**config.mk**
```make
export PLATFORM = sky130hd
export DESIGN_NAME = stks_cell
export DESIGN_NICKNAME = d
export VERILOG_FILES = /design/src/sv/stks_pkg.sv /design/src/sv/stks_cell.sv
export SDC_FILE = /design/constraint.sdc
export NUM_CORES = 1
export LEC_CHECK = 0
export BUFFER_PORTS_ARGS = -buffer_cell sky130_fd_sc_hd__buf_4
export CORE_MARGIN = 2
export CORE_UTILIZATION = 35
export DETAILED_ROUTE_END_ITERATION = 10
export GPL_TIMING_DRIVEN = 0
export PLACE_DENSITY = 0.75
export SKIP_CTS_REPAIR_TIMING = 1
export SLEW_MARGIN = 0
export SYNTH_ARGS = -nofsm -noshare
export SYNTH_HDL_FRONTEND = slang
export SYNTH_SLANG_ARGS = --single-unit
```
**constraint.sdc**
```tcl
create_clock -name clk -period 2.41 [get_ports clk]
set_input_delay 0.482 -clock clk [delete_from_list [all_inputs] [get_ports clk]]
set_output_delay 0.482 -clock clk [all_outputs]
set_load 0.02 [all_outputs]
```
**src/sv/stks_pkg.sv**
```systemverilog
// Shared types, constants and compare helpers for the top-k selector.
`timescale 1ns / 1ps
package stks_pkg;
	localparam int MaxK = 64;
	localparam int KW = 7;
	localparam int IdxW = 6;
	localparam int IdW = 18;
	localparam int ScW = 16;

	typedef struct packed {
		logic [15:0] logit_bits;
		logic        row_end;
	} in_beat_t;

	typedef struct packed {
		logic [17:0] token_id;
		logic [15:0] score_bits;
		logic        rank_last;
		logic        short_row;
	} out_beat_t;

	typedef enum logic [0:0] {
		ST_COLLECT,
		ST_DRAIN
	} state_t;

	// New value and its column, broadcast along the chain.
	typedef struct packed {
		logic [ScW-1:0] score;
		logic [IdW-1:0] id;
	} bcast_t;

	function automatic logic bf_nan(input logic [15:0] x);
		return x[14:0] > 15'h7F80;
	endfunction

	function automatic logic [15:0] bf_key(input logic [15:0] x);
		return x[15] ? ~x : (x | 16'h8000);
	endfunction

	function automatic logic bf_gt(input logic [15:0] a, input logic [15:0] b);
		if (bf_nan(a) || bf_nan(b)) return 1'b0;
		if (a[14:0] == 15'd0 && b[14:0] == 15'd0) return 1'b0;
		return bf_key(a) > bf_key(b);
	endfunction
endpackage

```
**src/sv/stks_cell.sv**
```systemverilog
// One insertion cell: holds a kept entry and trades it with its neighbours.
`timescale 1ns / 1ps
module stks_cell (
	input  logic               clk,
	input  logic               arst_n,
	input  logic               valid,       // this cell holds a live entry
	input  logic               take_new,    // load the broadcast value
	input  logic               take_prev,   // shift: take the entry above
	input  logic               take_next,   // drain: take the entry below
	input  stks_pkg::bcast_t   bc,
	input  logic [15:0]        prev_score,
	input  logic [17:0]        prev_id,
	input  logic [15:0]        next_score,
	input  logic [17:0]        next_id,
	output logic               gt,          // new value beats this cell
	output logic [15:0]        score,
	output logic [17:0]        id
);
	logic [15:0] score_q;
	logic [17:0] id_q;

	assign gt    = valid && stks_pkg::bf_gt(bc.score, score_q);
	assign score = score_q;
	assign id    = id_q;

	always_ff @(posedge clk or negedge arst_n) begin
		if (!arst_n) begin
			score_q <= 16'd0;
			id_q    <= 18'd0;
		end else if (take_next) begin
			score_q <= next_score;
			id_q    <= next_id;
		end else if (take_new) begin
			score_q <= bc.score;
			id_q    <= bc.id;
		end else if (take_prev) begin
			score_q <= prev_score;
			id_q    <= prev_id;
		end
	end
endmodule

```
Yosys cells after proc, flatten, opt, wreduce, memory -nomap -nowiden:

Index checks and enable logic that the tools add are counted.

* register bits: 34
* bits in latches: 0
* memory bits (writable): 0
* ROM bits: 0
* bits of input ports: 108
* output and inout bits: 35
* memories kept: 0

* add/sub/neg operators: 0
* $mul: 0
* divide/modulo/power cells: 0
* magnitude comparators: 3
* equal/unequal tests: 0
* shift operators: 0
* muxes and demuxes: 15
* bitwise logic cells: 2
* reduce and logical (&&, ||, !) cells: 6

Operator list (number)
* two-way mux 16 bit: 5
* two-way mux 18 bit: 3
* NOT 16 bit: 2
* > comparator 15 bit, second input constant: 2
* logical NOT 15 bit: 2
* > comparator 16 bit: 1
* two-way mux 1 bit: 7
* nonzero test 3 bit: 1
* logical AND 1 bit: 2
* logical OR 1 bit: 1

Depth between registers and ports, before layout:

* depth in word-level cells: 7
* gate-level depth with buffers: 9
* depth with buffers taken out: 7

Least setup slack after synthesis:

No wires, ideal clock.

* path type: register to output
* from: register score_q[15] (netlist: score[15])
* to: output gt
* data arrival time: 2.335 ns
* data required time: 1.928 ns
* path slack: -0.407 ns
* stages on the path, launching flop included: 9
* path buffers: 2
* cell sequence: dfrtp_1 -> buf_2 -> buf_2 -> xnor2_1 -> ha_1 -> and4_1 -> nand2_1 -> o21bai_1 -> a211oi_1

* cells in the longest elaborated chain, start to end: 6

Ends and longest elaborated chain
* from (decl): line stks_cell.sv:19 `logic [15:0] score_q;`
* from (signal assigned): line stks_cell.sv:31 `score_q <= next_score;`
* from (signal assigned): line stks_cell.sv:34 `score_q <= bc.score;`
* from (signal assigned): line stks_cell.sv:37 `score_q <= prev_score;`
* NOT 16 bit: line stks_pkg.sv:38 `return x[15] ? ~x : (x | 16'h8000);`
* two-way mux 16 bit *: line stks_pkg.sv:38
* > comparator 16 bit *: line stks_pkg.sv:44 `return bf_key(a) > bf_key(b);`
* two-way mux 1 bit *: line stks_pkg.sv:44
* two-way mux 1 bit *: line stks_pkg.sv:43 `if (a[14:0] == 15'd0 && b[14:0] == 15'd0) return 1'b0;`
* logical AND 1 bit *: line stks_cell.sv:22 `assign gt = valid && stks_pkg::bf_gt(bc.score, score_q);`
* to (decl): line stks_cell.sv:15 `output logic gt,`

Mark *: on every way between the ends. The rest lies on a longest branch, timed or not.

Worst setup path in the final report:

Ends and elaborated chain as after synthesis.

==> impl_metrics.toml <==
[worst_setup_path]
start_kind = "register"
path_class = "register to primary output"
required_ns = 1.93
end_kind = "primary output"
r2r_slack_ns = 1.29
arrival_ns = 2.31
path_max_fanout = 5

[cells_and_area]
antenna_cells = 0
syn_to_final_growth_pct = 54.6
nFillCells = 696
drive_gt1_share_pct = 38.8
register_area_um2 = 852
multi_input_area_um2 = 1740
nets = 596

[synthesis]
synth_warnings = 0
async_reset_ff_share_pct = 100
synth_area_leaders = "dfrtp_1 (32%), mux2i_1 (13%), a21oi_1 (7.8%)"
synth_area_um2 = 2650
synth_top_area_share_pct = 32.1
synth_seq_cells = 34
syn_avg_cell_area_um2 = 8.30
synthesis.nets = 443
yosys.area.top_type = "dfrtp_1"
yosys.cell_types.count = 30
ys.flop_type = "dfrtp_1"
yosysSeqAreaShare_pct = 32.1
syn_inst = 319
synth_edf_count = 0

[floorplanning]
die_w_um = 91.0
io_pins = 143
die_h_um = 91.0
rows = 31
die_area_um2 = 8280
start_util_pct = 36.3
fp.coreArea_um2 = 7290

[placed_design]
gp_congestion = 0.837
dp_hpwl_mm = 6.76
port_buffers = 139

[grt]
overflow = 0
grt_max_degree = 35
grtUsageTotal_pct = 20.0
grt_first_pass_wirelength_mm = 13.5
globalRoute.busiestLayer = "met2"
grt_pass1_vias = 2877
met3_usage_pct = 5.48
grt_use_met1_pct = 24.4
grt_use_met2_pct = 34.7
antenna_found_initial = 0

[pwr]
max-vdd-ir-drop_uv = 250
powerDensity_nw_per_um2 = 481
leakage_nw = 1.95

[timing]
setup_violations = 1
hold_viol_final = 0
max_slew_margin_pct = 65.3
fin_ws_ns = -0.377
rsz0062_at_grt = "yes"
fin_skew_ns = 0
period_share_pct = 116
slew_viol_final = 0
finalHoldWorstSlack_ns = 0.138
worst_pin_slew_ns = 0.521
min_period_ns = 2.79
max_freq_mhz = 359
fin_tns_setup_ns = -0.377

[clocking]
clockBufferDepth = 2
cts.sinks = 34
htree_levels = 2
cts.clk_slew.worst_paths_ns = 0.07
clock_latency_ns = 0.29
cts_root_buf = "clkbuf_8"
cts_tree = "yes"
cts-buffers-inserted = 5

[detailed_routing]
viasPerCell = 4.98
drtIter0Drc = 100
vias = 2842
wl_per_cell_um = 15.2
drtAntennaViolNets = 0
first_pass_iters = 4
wl_mm = 8.67
drc = 0

[run]
maxCapViolCount = 0

[run_status]
status = "complete, but fails checks"
violations = "negative setup slack"

[worst_hold_path]
hp-class = "primary input to async pin"
==> Yosys cell counts, types with 2 or more instances <==
master / number
a21oi_1: 41
ha_1: 16
nor4_1: 5
nor2_1: 37
dfrtp_1: 34
xor2_1: 15
o21ai_0: 35
clkbuf_1: 6
xnor2_1: 15
nor3_1: 3
nand4_1: 7
buf_1: 2
buf_4: 6
nand2_1: 41
buf_2: 8
mux2i_1: 34
==> logic make-up after synthesis <==
family / Yosys count / share of synthesized area (%)
AND/OR/NAND/NOR: 98 / 16.1
AO/OA/AOI/OAI: 83 / 16.5
multiplexers: 34 / 12.9
flip-flops: 34 / 32.1
XOR/XNOR: 30 / 9.92
buffers and inverters: 24 / 4.91
adder cells (fa/ha/maj): 16 / 7.56
==> per-layer routing <==
metal	part of all wire [%]	wire length, um
met1	41	3510
met2	52	4500
met3	6.5	564
met4	1.1	92
met5	0	0
==> cells in the final DEF (no fill, tap or decap), types with 2 or more instances in the layout <==
master    Yosys  routed
nor4_1        5       5
buf_1         2       2
clkbuf_1      6       7
buf_4         6     150
o21ai_0      35      33
nand2_1      41      40
o21ai_1       1       3
xnor2_2       0       2
clkbuf_8      0       6
nor3_1        3       3
a21oi_1      41      40
xor2_1       15      14
buf_12        0       2
nand4_1       7       7
mux2i_1      34      34
buf_2         8       4
xnor2_1      15      13
ha_1         16      15
nor2_1       37      36
dfrtp_1      34      33
buf_6         1       3
==> worst max-delay path: stages (launching register included) <==
cell	delay, ns
dfrtp_2	0.44
buf_6	0.15
buf_12	0.13
xnor2_2	0.12
ha_1	0.32
and4_4	0.25
nand2_4	0.06
o21bai_4	0.17
a211oi_2	0.21
buf_4	0.17
==> state kept, by name, summed over array words and instances (netlist names) <==
register	flops
score	16
id	18
==> path summary, 6_finish.rpt <==
| check | endpoint | depth (start not counted) | startpoint |
|---|---|---|---|
| max | gt | 9 | score[15] |
| min | id[0] | 1 | arst_n |
| max reg2reg | score[15] | 5 | score[15] |
| min reg2reg | id[7] | 2 | id[7] |
| max in group asynchronous | score[15] | 1 | arst_n |
| min in group clk | id[7] | 2 | id[7] |
==> cell type report <==
| cell class | count | share of cell area, % |
|---|---|---|
| multi-input combinational | 261 | 42.5 |
| timing repair buffer | 146 | 27.3 |
| sequential | 34 | 20.8 |
| buffer | 23 | 4.22 |
| tap | 99 | 3.03 |
| clock buffer | 7 | 2.11 |
| inverter | 1 | 0.0917 |
==> report_power, final <==
group / switching [mW] / internal, mW
registers: 0.0628 / 0.631
clock network: 0.196 / 0.227
logic: 0.420 / 0.432
==> metrics by stage <==
stage / power (mW) / instances / setup WS [ns] / util [%] / instance area [um^2]
detailed placement: 1.48 / 557 / -0.199 / 53.0 / 3860
floorplan: 1.13 / 319 / -0.000507 / - / 2700
global placement: 1.45 / 557 / -0.191 / 53.0 / 3860
CTS: 1.91 / 564 / -0.438 / 54.2 / 3950
finish: 1.97 / 571 / -0.377 / 56.1 / 4090
global route: 2.09 / 571 / -0.488 / 56.1 / 4090
Power figures use the tool's default switching activity.
